**src/hw/rtl/ehd_pkg.sv**
```systemverilog
`default_nettype none

package ehd_pkg;

  // Holiday codes, in the order in which they leave the block.
  localparam int unsigned NumHolidays = 6;
  localparam int unsigned HolidayW    = 3;

  localparam logic [HolidayW-1:0] HolEaster       = 3'd0;
  localparam logic [HolidayW-1:0] HolCarnivalBeg  = 3'd1;
  localparam logic [HolidayW-1:0] HolCarnivalEnd  = 3'd2;
  localparam logic [HolidayW-1:0] HolGoodFriday   = 3'd3;
  localparam logic [HolidayW-1:0] HolWhitsuntide  = 3'd4;
  localparam logic [HolidayW-1:0] HolAscension    = 3'd5;

  localparam int unsigned YearW      = 14;
  localparam int unsigned MonthW     = 4;
  localparam int unsigned DayW       = 5;
  localparam int unsigned InDataW    = 16;
  localparam int unsigned OutDataW   = 16;

  // Commands from the sequencer to the datapath.
  typedef struct packed {
    logic                ld_year;
    logic                ld_abc;
    logic                ld_g;
    logic                ld_h;
    logic                ld_l;
    logic                ld_doy;
    logic                emit;
    logic [HolidayW-1:0] idx;
  } cmd_t;

  // Status from the datapath to the sequencer.
  typedef struct packed {
    logic out_free;
  } status_t;

endpackage

`default_nettype wire

```
**src/hw/rtl/ehd_ctrl.sv**
```systemverilog
`default_nettype none

module ehd_ctrl (
  input  wire                   clk,
  input  wire                   rst,
  input  wire                   in_valid,
  output logic                  in_ready,
  input  wire ehd_pkg::status_t status,
  output ehd_pkg::cmd_t         cmd
);

  typedef enum logic [2:0] {
    ST_IDLE,
    ST_ABC,
    ST_G,
    ST_H,
    ST_L,
    ST_DOY,
    ST_EMIT
  } state_t;

  state_t                       state;
  logic [ehd_pkg::HolidayW-1:0] idx;
  logic                         emit;

  assign emit     = (state == ST_EMIT) && status.out_free;
  assign in_ready = (state == ST_IDLE);

  always_comb begin
    cmd         = '0;
    cmd.ld_year = (state == ST_IDLE) && in_valid;
    cmd.ld_abc  = (state == ST_ABC);
    cmd.ld_g    = (state == ST_G);
    cmd.ld_h    = (state == ST_H);
    cmd.ld_l    = (state == ST_L);
    cmd.ld_doy  = (state == ST_DOY);
    cmd.emit    = emit;
    cmd.idx     = idx;
  end

  always_ff @(posedge clk) begin
    if (rst) begin
      state <= ST_IDLE;
      idx   <= '0;
    end else begin
      unique case (state)
        ST_IDLE: begin
          if (in_valid) begin
            state <= ST_ABC;
          end
        end
        ST_ABC:  state <= ST_G;
        ST_G:    state <= ST_H;
        ST_H:    state <= ST_L;
        ST_L:    state <= ST_DOY;
        ST_DOY: begin
          state <= ST_EMIT;
          idx   <= '0;
        end
        ST_EMIT: begin
          if (emit) begin
            if (idx == ehd_pkg::HolAscension) begin
              state <= ST_IDLE;
              idx   <= '0;
            end else begin
              idx <= idx + 3'd1;
            end
          end
        end
        default: state <= ST_IDLE;
      endcase
    end
  end

endmodule

`default_nettype wire

```
**src/hw/rtl/ehd_datapath.sv**
```systemverilog
`default_nettype none

module ehd_datapath (
  input  wire                              clk,
  input  wire                              rst,
  input  wire ehd_pkg::cmd_t               cmd,
  output ehd_pkg::status_t                 status,
  input  wire  [ehd_pkg::YearW-1:0]        year_in,
  output logic                             out_valid,
  input  wire                              out_ready,
  output logic [ehd_pkg::HolidayW-1:0]     out_holiday,
  output logic [ehd_pkg::MonthW-1:0]       out_month,
  output logic [ehd_pkg::DayW-1:0]         out_day,
  output logic                             out_last
);

  localparam logic [13:0] YearMin = 14'd1583;
  localparam logic [13:0] YearMax = 14'd9999;
  // Reciprocals scaled by powers of two; each is exact over its input range.
  localparam logic [28:0] Recip19  = 29'd27595;  // >> 19
  localparam logic [26:0] Recip100 = 27'd5243;   // >> 19
  localparam logic [14:0] Recip3   = 15'd171;    // >> 9
  localparam logic [19:0] Recip30  = 20'd1093;   // >> 15
  localparam logic [13:0] Recip7   = 14'd147;    // >> 10

  logic [13:0] year_r;
  logic [4:0]  a_r;
  logic [6:0]  b_r;
  logic [6:0]  c_r;
  logic [5:0]  g_r;
  logic        leap_r;
  logic [4:0]  h_r;
  logic [2:0]  l_r;
  logic [7:0]  doy_r;

  // Year saturation on load.
  logic [13:0] year_sat;
  always_comb begin
    priority if (year_in < YearMin) begin
      year_sat = YearMin;
    end else if (year_in > YearMax) begin
      year_sat = YearMax;
    end else begin
      year_sat = year_in;
    end
  end

  // a = y mod 19, b = y div 100, c = y mod 100.
  logic [28:0] q19_prod;
  logic [26:0] q100_prod;
  logic [9:0]  q19;
  logic [6:0]  q100;
  logic [13:0] a_full;
  logic [13:0] c_full;
  assign q19_prod  = {15'd0, year_r} * Recip19;
  assign q100_prod = {13'd0, year_r} * Recip100;
  assign q19       = q19_prod[28:19];
  assign q100      = q100_prod[25:19];
  assign a_full    = year_r - 14'({4'd0, q19} * 14'd19);
  assign c_full    = year_r - 14'({7'd0, q100} * 14'd100);

  // f = (b + 8) div 25, g = (b - f + 1) div 3.
  logic [6:0]  b8;
  logic [2:0]  f;
  logic [6:0]  gv;
  logic [14:0] g_prod;
  assign b8 = b_r + 7'd8;
  assign f  = 3'(b8 >= 7'd25) + 3'(b8 >= 7'd50) + 3'(b8 >= 7'd75) + 3'(b8 >= 7'd100);
  assign gv = b_r - 7'(f) + 7'd1;
  assign g_prod = {8'd0, gv} * Recip3;

  // Gregorian leap rule: divisible by four, and century years only when b mod 4 is 0.
  logic leap;
  assign leap = (year_r[1:0] == 2'd0) && ((c_r != 7'd0) || (b_r[1:0] == 2'd0));

  // h = (19a + b - d - g + 15) mod 30.
  logic [9:0]  hv;
  logic [19:0] h_prod;
  logic [3:0]  h_q;
  logic [9:0]  h_full;
  assign hv     = 10'({5'd0, a_r} * 10'd19) + 10'(b_r) - 10'(b_r[6:2]) - 10'(g_r) + 10'd15;
  assign h_prod = {10'd0, hv} * Recip30;
  assign h_q    = h_prod[18:15];
  assign h_full = hv - 10'({6'd0, h_q} * 10'd30);

  // l = (32 + 2e + 2i - h - k) mod 7.
  logic [6:0]  lv;
  logic [13:0] l_prod;
  logic [3:0]  l_q;
  logic [6:0]  l_full;
  assign lv     = 7'd32 + {4'd0, b_r[1:0], 1'b0} + {1'b0, c_r[6:2], 1'b0} - 7'(h_r)
                - 7'(c_r[1:0]);
  assign l_prod = {7'd0, lv} * Recip7;
  assign l_q    = l_prod[13:10];
  assign l_full = lv - 7'({3'd0, l_q} * 7'd7);

  // m, then Easter as month and day, then day of the year.
  logic [8:0] mv;
  logic       m;
  logic [7:0] base;
  logic       april;
  logic [4:0] e_day;
  logic [7:0] doy;
  assign mv    = 9'(a_r) + 9'({4'd0, h_r} * 9'd11) + 9'({6'd0, l_r} * 9'd22);
  assign m     = (mv >= 9'd451);
  assign base  = 8'(h_r) + 8'(l_r) + 8'd114 - (m ? 8'd7 : 8'd0);
  assign april = (base >= 8'd124);
  assign e_day = april ? 5'(base - 8'd123) : 5'(base - 8'd92);
  assign doy   = 8'd59 + 8'(leap_r) + (april ? 8'd31 : 8'd0) + 8'(e_day);

  // Offset of each holiday from Easter, two's complement.
  logic [7:0] offset;
  always_comb begin
    unique case (cmd.idx)
      ehd_pkg::HolEaster:      offset = 8'd0;
      ehd_pkg::HolCarnivalBeg: offset = 8'(-49);
      ehd_pkg::HolCarnivalEnd: offset = 8'(-47);
      ehd_pkg::HolGoodFriday:  offset = 8'(-2);
      ehd_pkg::HolWhitsuntide: offset = 8'd49;
      ehd_pkg::HolAscension:   offset = 8'd39;
      default:                 offset = 8'd0;
    endcase
  end

  // Day of year back to month and day; all feasts fall from February to June.
  logic [7:0] day;
  logic [7:0] st_mar;
  logic [7:0] st_apr;
  logic [7:0] st_may;
  logic [7:0] st_jun;
  logic [3:0] mon;
  logic [7:0] dd;
  assign day    = doy_r + offset;
  assign st_mar = 8'd59  + 8'(leap_r);
  assign st_apr = 8'd90  + 8'(leap_r);
  assign st_may = 8'd120 + 8'(leap_r);
  assign st_jun = 8'd151 + 8'(leap_r);

  always_comb begin
    priority if (day > st_jun) begin
      mon = 4'd6;
      dd  = day - st_jun;
    end else if (day > st_may) begin
      mon = 4'd5;
      dd  = day - st_may;
    end else if (day > st_apr) begin
      mon = 4'd4;
      dd  = day - st_apr;
    end else if (day > st_mar) begin
      mon = 4'd3;
      dd  = day - st_mar;
    end else if (day > 8'd31) begin
      mon = 4'd2;
      dd  = day - 8'd31;
    end else begin
      mon = 4'd1;
      dd  = day;
    end
  end

  assign status.out_free = !out_valid || out_ready;

  always_ff @(posedge clk) begin
    if (cmd.ld_year) begin
      year_r <= year_sat;
    end
    if (cmd.ld_abc) begin
      a_r <= a_full[4:0];
      b_r <= q100;
      c_r <= c_full[6:0];
    end
    if (cmd.ld_g) begin
      g_r    <= g_prod[14:9];
      leap_r <= leap;
    end
    if (cmd.ld_h) begin
      h_r <= h_full[4:0];
    end
    if (cmd.ld_l) begin
      l_r <= l_full[2:0];
    end
    if (cmd.ld_doy) begin
      doy_r <= doy;
    end
    if (cmd.emit) begin
      out_holiday <= cmd.idx;
      out_month   <= mon;
      out_day     <= dd[4:0];
      out_last    <= (cmd.idx == ehd_pkg::HolAscension);
    end
  end

  always_ff @(posedge clk) begin
    if (rst) begin
      out_valid <= 1'b0;
    end else if (cmd.emit) begin
      out_valid <= 1'b1;
    end else if (out_ready) begin
      out_valid <= 1'b0;
    end
  end

endmodule

`default_nettype wire

```
**src/hw/rtl/easter_holiday_dates.sv**
```systemverilog
`default_nettype none

// Movable feasts of a Gregorian year.
// A year arrives as one beat on the s_axis channel. The block works out Easter
// Sunday with the anonymous Gregorian computus and sends six beats on the m_axis
// channel: Easter, carnival start, carnival end, Good Friday, Whitsuntide and
// Ascension, in that order. Each beat carries month and day in tdata, the
// holiday code in tuser, and tlast is high on the Ascension beat. Years below
// 1583 or above 9999 are treated as 1583 and 9999 respectively.
// The block takes one year at a time. After a year is accepted, a sequencer
// runs the computus through five register steps (the reciprocal multipliers
// for the divisions by 19, 100, 3, 30 and 7 each sit behind a register), and
// then loads one result a cycle into the output register while the receiver
// is ready. s_axis_tready rises again on the cycle after the sixth result has
// been loaded, so the next year can be taken while that result still waits
// in the output register.
// If the receiver stalls, the output register holds its beat and the sequencer
// waits. Reset empties the output register and returns the sequencer to idle.

module easter_holiday_dates (
  input  wire                                clk,
  input  wire                                rst,
  input  wire                                s_axis_tvalid,
  output logic                               s_axis_tready,
  input  wire  [ehd_pkg::InDataW-1:0]        s_axis_tdata,   // [13:0] year
  output logic                               m_axis_tvalid,
  input  wire                                m_axis_tready,
  output logic [ehd_pkg::OutDataW-1:0]       m_axis_tdata,   // [3:0] month, [8:4] day_of_month
  output logic [ehd_pkg::HolidayW-1:0]       m_axis_tuser,   // [2:0] holiday
  output logic                               m_axis_tlast
);

  ehd_pkg::cmd_t                cmd;
  ehd_pkg::status_t             status;
  logic [ehd_pkg::MonthW-1:0]   month;
  logic [ehd_pkg::DayW-1:0]     day_of_month;

  ehd_ctrl u_ctrl (
    .clk      (clk),
    .rst      (rst),
    .in_valid (s_axis_tvalid),
    .in_ready (s_axis_tready),
    .status   (status),
    .cmd      (cmd)
  );

  ehd_datapath u_datapath (
    .clk         (clk),
    .rst         (rst),
    .cmd         (cmd),
    .status      (status),
    .year_in     (s_axis_tdata[ehd_pkg::YearW-1:0]),
    .out_valid   (m_axis_tvalid),
    .out_ready   (m_axis_tready),
    .out_holiday (m_axis_tuser),
    .out_month   (month),
    .out_day     (day_of_month),
    .out_last    (m_axis_tlast)
  );

  // Month in the low nibble, day above it, zero padding to two bytes.
  assign m_axis_tdata = {7'd0, day_of_month, month};

endmodule

`default_nettype wire

```
**config.mk**
```make
export PLATFORM = sky130hd
export DESIGN_NAME = easter_holiday_dates
export DESIGN_NICKNAME = d
export VERILOG_FILES = /design/src/hw/rtl/ehd_pkg.sv /design/src/hw/rtl/ehd_ctrl.sv /design/src/hw/rtl/ehd_datapath.sv /design/src/hw/rtl/easter_holiday_dates.sv
export SDC_FILE = /design/constraint.sdc
export NUM_CORES = 1
export LEC_CHECK = 0
export BUFFER_PORTS_ARGS = -buffer_cell sky130_fd_sc_hd__buf_4
export CORE_ASPECT_RATIO = 1.5
export CORE_MARGIN = 3
export CORE_UTILIZATION = 67
export CTS_BUF_LIST = sky130_fd_sc_hd__clkbuf_4
export CTS_CLUSTER_SIZE = 10
export DETAILED_ROUTE_END_ITERATION = 8
export PLACE_DENSITY_LB_ADDON = 0.2
export SYNTH_ARGS = -nofsm -noshare
export SYNTH_HDL_FRONTEND = slang
export SYNTH_SLANG_ARGS = --single-unit
```
**constraint.sdc**
```tcl
create_clock -name clk -period 22.6 [get_ports clk]
set_input_delay 4.52 -clock clk [delete_from_list [all_inputs] [get_ports clk]]
set_output_delay 4.52 -clock clk [all_outputs]
set_load 0.02 [all_outputs]
```
==> impl_metrics.ini, run 1 <==
[timing]
period_needed_ns = 8.78
finalMaxSlewViolations = 0
setup-tns-final_ns = 0
max_freq_ghz = 0.114
fin_worst_skew_ns = 0.0438
worst_slack_ns = 13.82
tightest_slew_ns = 1.05
rsz0062_at_grt = false
setup_violations = 0
fin_crit_sh_pct = 38.9
relSlewSlack_pct = 29.5
final-hold-violation-count = 0

[place]
port_buffers = 31
hpwl_mm = 30.7
pre_cts_slack_ns = 13.78
placedCellCount = 2021
place_area_um2 = 17400
globalplace.congestion = 0.911

[synth]
synth_async_sr_flop_share_pct = 0
synth_warnings = 0
ys_seq_elements = 74
yosysSeqAreaShare_pct = 12.8
synth.distinct_cells = 78
synth-main-ff-cell = edfxtp_1
synth-edff-count = 67
syn_area_um2 = 16800
syn_avg_cell_area_um2 = 10.0
synth_cells = 1671

[layout]
drive_gt1_share_pct = 5.02
fin_area_um2 = 17500
final_cells = 2038
area_delta_synth_final_pct = 4.58
nets = 2349

[global_routing]
use_met3_pct = 2.49
grt_use_met1_pct = 26.8
grt_pass1_vias = 12238
grt_busiest_layer = met2
gr-usage-met2_pct = 53.6
antenna_found_initial = 1
grt_max_degree = 20
grt_first_pass_wirelength_mm = 57.6
grt.total_usage_pct = 27.0
overflow = 0

[critical_path]
cp.required_ns = 22.74
worst_r2r_path_depth = 41
start_kind = register
path_class = register to register
worst-path-buf-inv = 9
cp_common_cell = inv_1
cp.arrival_ns = 8.92
reg2reg_to = u_datapath.h_r[4]$_DFFE_PP_
cpPeakStageDelay_ns = 0.54
r2r_slack_ns = 13.82
endpoint_kind = register
path_max_fanout = 6
rr_startpoint = u_datapath.b_r[4]$_DFFE_PN_
critPathSlowestCell = fa_1
path_delay_family = adder cells

[routing]
wl_per_cell_um = 17.0
drc = 0
drt_first_iter_violations = 349
via_per_inst = 5.67
dr.pass1.iters = 4
ant_nets = 0
vias = 11551
wirelength_mm = 34.6

[clock_tree]
hold_buffers = 0
cts_resized = 0
insertion_delay_ns = 0.45
cts_tree = built
cts_buffers = 9
cts-root-buf = clkbuf_4
clkTransAtPathRegs_ns = 0.16
htree_levels = 3
postCtsSetupBuffers = 0
clk_path_buf_depth = 2
clock_sinks = 74

[die]
die_y_um = 200
fp-row-count = 70
ios = 42
core_area_um2 = 24500
die_x_um = 135
die-area_um2 = 27000
start_util_pct = 68.3

[hold_path]
holdPathEnd = u_datapath.leap_r$_DFFE_PP_
worstHoldStart = u_datapath.c_r[6]$_DFFE_PN_
min_path_cells = 1
min_path_type = register to register

[outcome]
run_status = completed

[flow_run]
cap_viol_max_count = 0
==> cell families after synthesis <==
kind of cell	count (synthesis)	share of synthesized area, %
xor+xnor	107	5.59
other cells	1	0.0224
mux	7	0.426
flops	74	12.8
compound gates	227	9.12
simple gates	192	6.35
fa+ha+maj	621	55.5
buf+inv	442	10.2
==> flip-flops by register name (all words and copies together) (netlist names), 5 cells and up <==
name / count
u_datapath.h_r: 5
u_datapath.doy_r: 7
u_datapath.c_r: 7
u_datapath.year_r: 14
u_datapath.a_r: 5
u_datapath.g_r: 6
u_datapath.out_day: 5
u_datapath.b_r: 7
==> how the worst max path moves through the flow <==
stage | from | end | slack, ns | cells after the start
6_report | u_datapath.b_r[4]$_DFFE_PN_ | u_datapath.h_r[4]$_DFFE_PP_ | 13.82 | 41
5_1_grt | u_datapath.b_r[4]$_DFFE_PN_ | u_datapath.h_r[4]$_DFFE_PP_ | 13.17 | 41
4_1_cts | u_datapath.b_r[4]$_DFFE_PN_ | u_datapath.h_r[4]$_DFFE_PP_ | 13.74 | 41
3_5_place_dp | u_datapath.b_r[4]$_DFFE_PN_ | u_datapath.h_r[4]$_DFFE_PP_ | 13.78 | 41
3_3_place_gp | u_datapath.b_r[4]$_DFFE_PN_ | u_datapath.h_r[4]$_DFFE_PP_ | 13.91 | 41
2_1_floorplan | u_datapath.b_r[4]$_DFFE_PN_ | u_datapath.h_r[4]$_DFFE_PP_ | 14.55 | 41
==> layout by cell type, fill, tap and decap left out, types with 10 or more instances in the layout <==
cell,count
and2_1,10
and3_1,10
nor2_1,43
fa_1,204
o21ai_0,25
nor3_1,14
buf_4,36
xnor2_1,71
nand2_1,30
nand3_1,13
a21oi_1,77
a21o_1,30
edfxtp_1,67
clkbuf_4,10
xor2_1,36
or2_2,13
ha_1,417
inv_1,424
nor2b_1,13
o21bai_1,12
==> cells in the mapped netlist (3+ instances only) <==
cell	instances	area share (%)
a2111oi_0	5	0.26
nor3b_1	4	0.18
nand4_1	8	0.30
ha_1	417	31
dfxtp_1	7	0.84
and4b_1	3	0.18
o21a_1	8	0.36
mux2i_1	6	0.36
xnor2_1	71	3.7
nor2_1	43	0.96
nor2b_1	13	0.49
a21o_1	30	1.3
o21ai_0	25	0.75
a21oi_1	77	2.3
clkbuf_1	4	0.090
a31oi_1	7	0.26
nand3_1	13	0.39
a211oi_1	8	0.36
o2111ai_1	4	0.21
o211ai_1	5	0.22
o21bai_1	12	0.54
o221ai_1	3	0.16
nand2_1	30	0.67
and2_1	10	0.37
o22ai_1	6	0.22
and3_1	10	0.37
nor4_1	6	0.22
o31ai_1	5	0.22
a211o_1	3	0.16
inv_1	424	9.5
or2_2	13	0.49
nand2b_1	4	0.15
edfxtp_1	67	12
buf_2	4	0.12
a311oi_1	4	0.21
fa_1	204	24
nor3_1	14	0.42
buf_4	8	0.36
xor2_1	36	1.9
==> stage by stage <==
step           utilization [%]  hold slack, ns
3_5_place_dp              70.8           0.578
6_report                  71.5           0.591
4_1_cts                   71.5           0.580
3_3_place_gp              70.8           0.564
2_1_floorplan                -           0.431
5_1_grt                   71.5           0.615
==> per-layer routing <==
layer	wire length (um)	up-vias
met5	0	-
met4	2310	0
met3	660	107
met2	19600	204
met1	12100	5658
li1	-	5582
==> layout make-up <==
type	instances	area (um^2)
Multi-Input combinational cell	1162	12900
Inverter	425	1600
Clock buffer	10	75.1
Sequential cell	74	2150
Tap cell	324	405
Clock inverter	6	90.1
Antenna cell	1	2.50
Fill cell	1839	7000
Timing Repair Buffer	36	270
Power of run 1 is left out: the tool's default activity adds up to more than one toggle a clock period on the data nets, which glitch-free logic cannot reach.
==> inputs of run 2 (changes only) <==
CORE_UTILIZATION = 60   (was 67)
clock period = 7.8 ns   (was 22.6 ns; I/O delays follow)
==> impl_metrics.ini, run 2 (same netlist as run 1, synthesis figures left out) <==
[routing]
drc = 0
drt_first_iter_violations = 407
via_per_inst = 5.53
ant_nets = 0
wl_per_cell_um = 17.0
vias = 11903
wirelength_mm = 36.5
dr.pass1.iters = 5

[die]
ios = 42
start_util_pct = 61.1
core_area_um2 = 27400
die_y_um = 211
die-area_um2 = 30000
fp-row-count = 74
die_x_um = 142

[critical_path]
cp_common_cell = xnor2_1
start_kind = register
critPathSlowestCell = fa_1
worstSetupEndpoint = u_datapath.h_r[4]$_DFFE_PP_
path_class = register to register
worst_r2r_path_depth = 39
cp.arrival_ns = 8.03
r2r_slack_ns = -0.02
endpoint_kind = register
rr_startpoint = u_datapath.b_r[4]$_DFFE_PN_
reg2reg_to = u_datapath.h_r[4]$_DFFE_PP_
cpPeakStageDelay_ns = 0.48
path_max_fanout = 3
cp.required_ns = 8.00
worstSetupStartpoint = u_datapath.b_r[4]$_DFFE_PN_

[flow_run]
cap_viol_max_count = 0

[timing]
max_freq_ghz = 0.128
setup-tns-final_ns = -0.0219
final-hold-violation-count = 0
worst_slack_ns = -0.0219
fin_worst_skew_ns = 0.0276
rsz0062_at_grt = true
relSlewSlack_pct = 38.7
tightest_slew_ns = 0.917
period_needed_ns = 7.82
setup_violations = 1
finalMaxSlewViolations = 0
fin_crit_sh_pct = 100

[layout]
largest_reg_flops = 14
nets = 2445
layout_common_cells = inv_1 (414), ha_1 (400), fa_1 (196)
layout_commonest_cell = inv_1
drive_gt1_share_pct = 13.5
top_register = u_datapath.year_r
area_delta_synth_final_pct = 10.7

[hold_path]
min_path_type = register to register

[clock_tree]
cts_tree = built
insertion_delay_ns = 0.47
cts_buffers = 9
clkTransAtPathRegs_ns = 0.13
cts-root-buf = clkbuf_4
htree_levels = 3
clock_sinks = 74
clk_path_buf_depth = 2

[global_routing]
antenna_found_initial = 1
grt.total_usage_pct = 25.2
grt_max_degree = 20
grt_pass1_vias = 13029
overflow = 0
grt_first_pass_wirelength_mm = 60.4

[outcome]
run_status = complete, but fails checks
violations = setup timing

[place]
port_buffers = 31
globalplace.congestion = 0.963
hpwl_mm = 32.1
## run 2: worst min path at each step
| stage | startpoint | endpoint | slack (ns) | cells after the start |
|---|---|---|---|---|
| finish | u_ctrl.idx[0]$_SDFFE_PP0P_ | u_datapath.out_holiday[0]$_DFFE_PP_ | 0.58 | 0 |
| global route | u_ctrl.idx[0]$_SDFFE_PP0P_ | u_datapath.out_holiday[0]$_DFFE_PP_ | 0.60 | 0 |
| CTS | u_ctrl.idx[0]$_SDFFE_PP0P_ | u_datapath.out_holiday[0]$_DFFE_PP_ | 0.60 | 0 |
| detailed placement | u_ctrl.idx[0]$_SDFFE_PP0P_ | u_datapath.out_holiday[0]$_DFFE_PP_ | 0.59 | 0 |
| global placement | u_ctrl.state[0]$_SDFFE_PP0P_ | u_ctrl.state[0]$_SDFFE_PP0P_ | 0.56 | 1 |
| floorplan | u_ctrl.idx[1]$_SDFFE_PP0P_ | u_datapath.out_holiday[1]$_DFFE_PP_ | 0.43 | 0 |
## run 2: critical path: cells and delay by family (launching register included)
kind | cells | cell delay (ns)
buf+inv | 10 | 0.81
flops | 1 | 0.41
compound gates | 7 | 0.98
simple gates | 3 | 0.32
xor+xnor | 7 | 0.98
fa+ha+maj | 12 | 4.06
## run 2: metal layers
| layer | wire length (um) | track usage (%) | vias to the layer above |
|---|---|---|---|
| li1 | - | - | 5762 |
| met5 | 0 | 0 | - |
| met4 | 2460 | 14.4 | 0 |
| met1 | 12900 | 25.5 | 5829 |
| met2 | 20500 | 49.1 | 185 |
| met3 | 679 | 2.31 | 127 |
## run 2: cell type report
type                    count  area (um^2)
diodes                      1         2.50
multi-input cells        1162        13300
repair buffers            132         1010
inverters                 425         1600
fillers                  2192         8850
flip-flops and latches     74         2150
well taps                 342          428
clock inverters             4         18.8
clock buffers              12         90.1
## run 2: metrics by stage
stage / setup WS, ns / hold slack, ns / std cells / cell area (um^2) / util [%]
6_report: -0.0219 / 0.579 / 2152 / 18600 / 67.7
5_1_grt: -0.437 / 0.600 / 2152 / 18600 / 67.7
4_1_cts: -0.0375 / 0.596 / 2140 / 18200 / 66.6
3_5_place_dp: -0.179 / 0.592 / 2113 / 18000 / 65.6
3_3_place_gp: -0.0468 / 0.563 / 2113 / 18000 / 65.6
2_1_floorplan: 0.0168 / 0.431 / 1678 / 16800 / -
## run 2: timing repair
item / 4_1_cts / 5_1_grt
endpoints found under the setup margin: 4 / 14
hold buffers: 0 / 0
buffers inserted: 11 / 11
resized for setup: 17 / 40
pin swaps: 31 / 32
Power of run 2 is left out for the same reason.
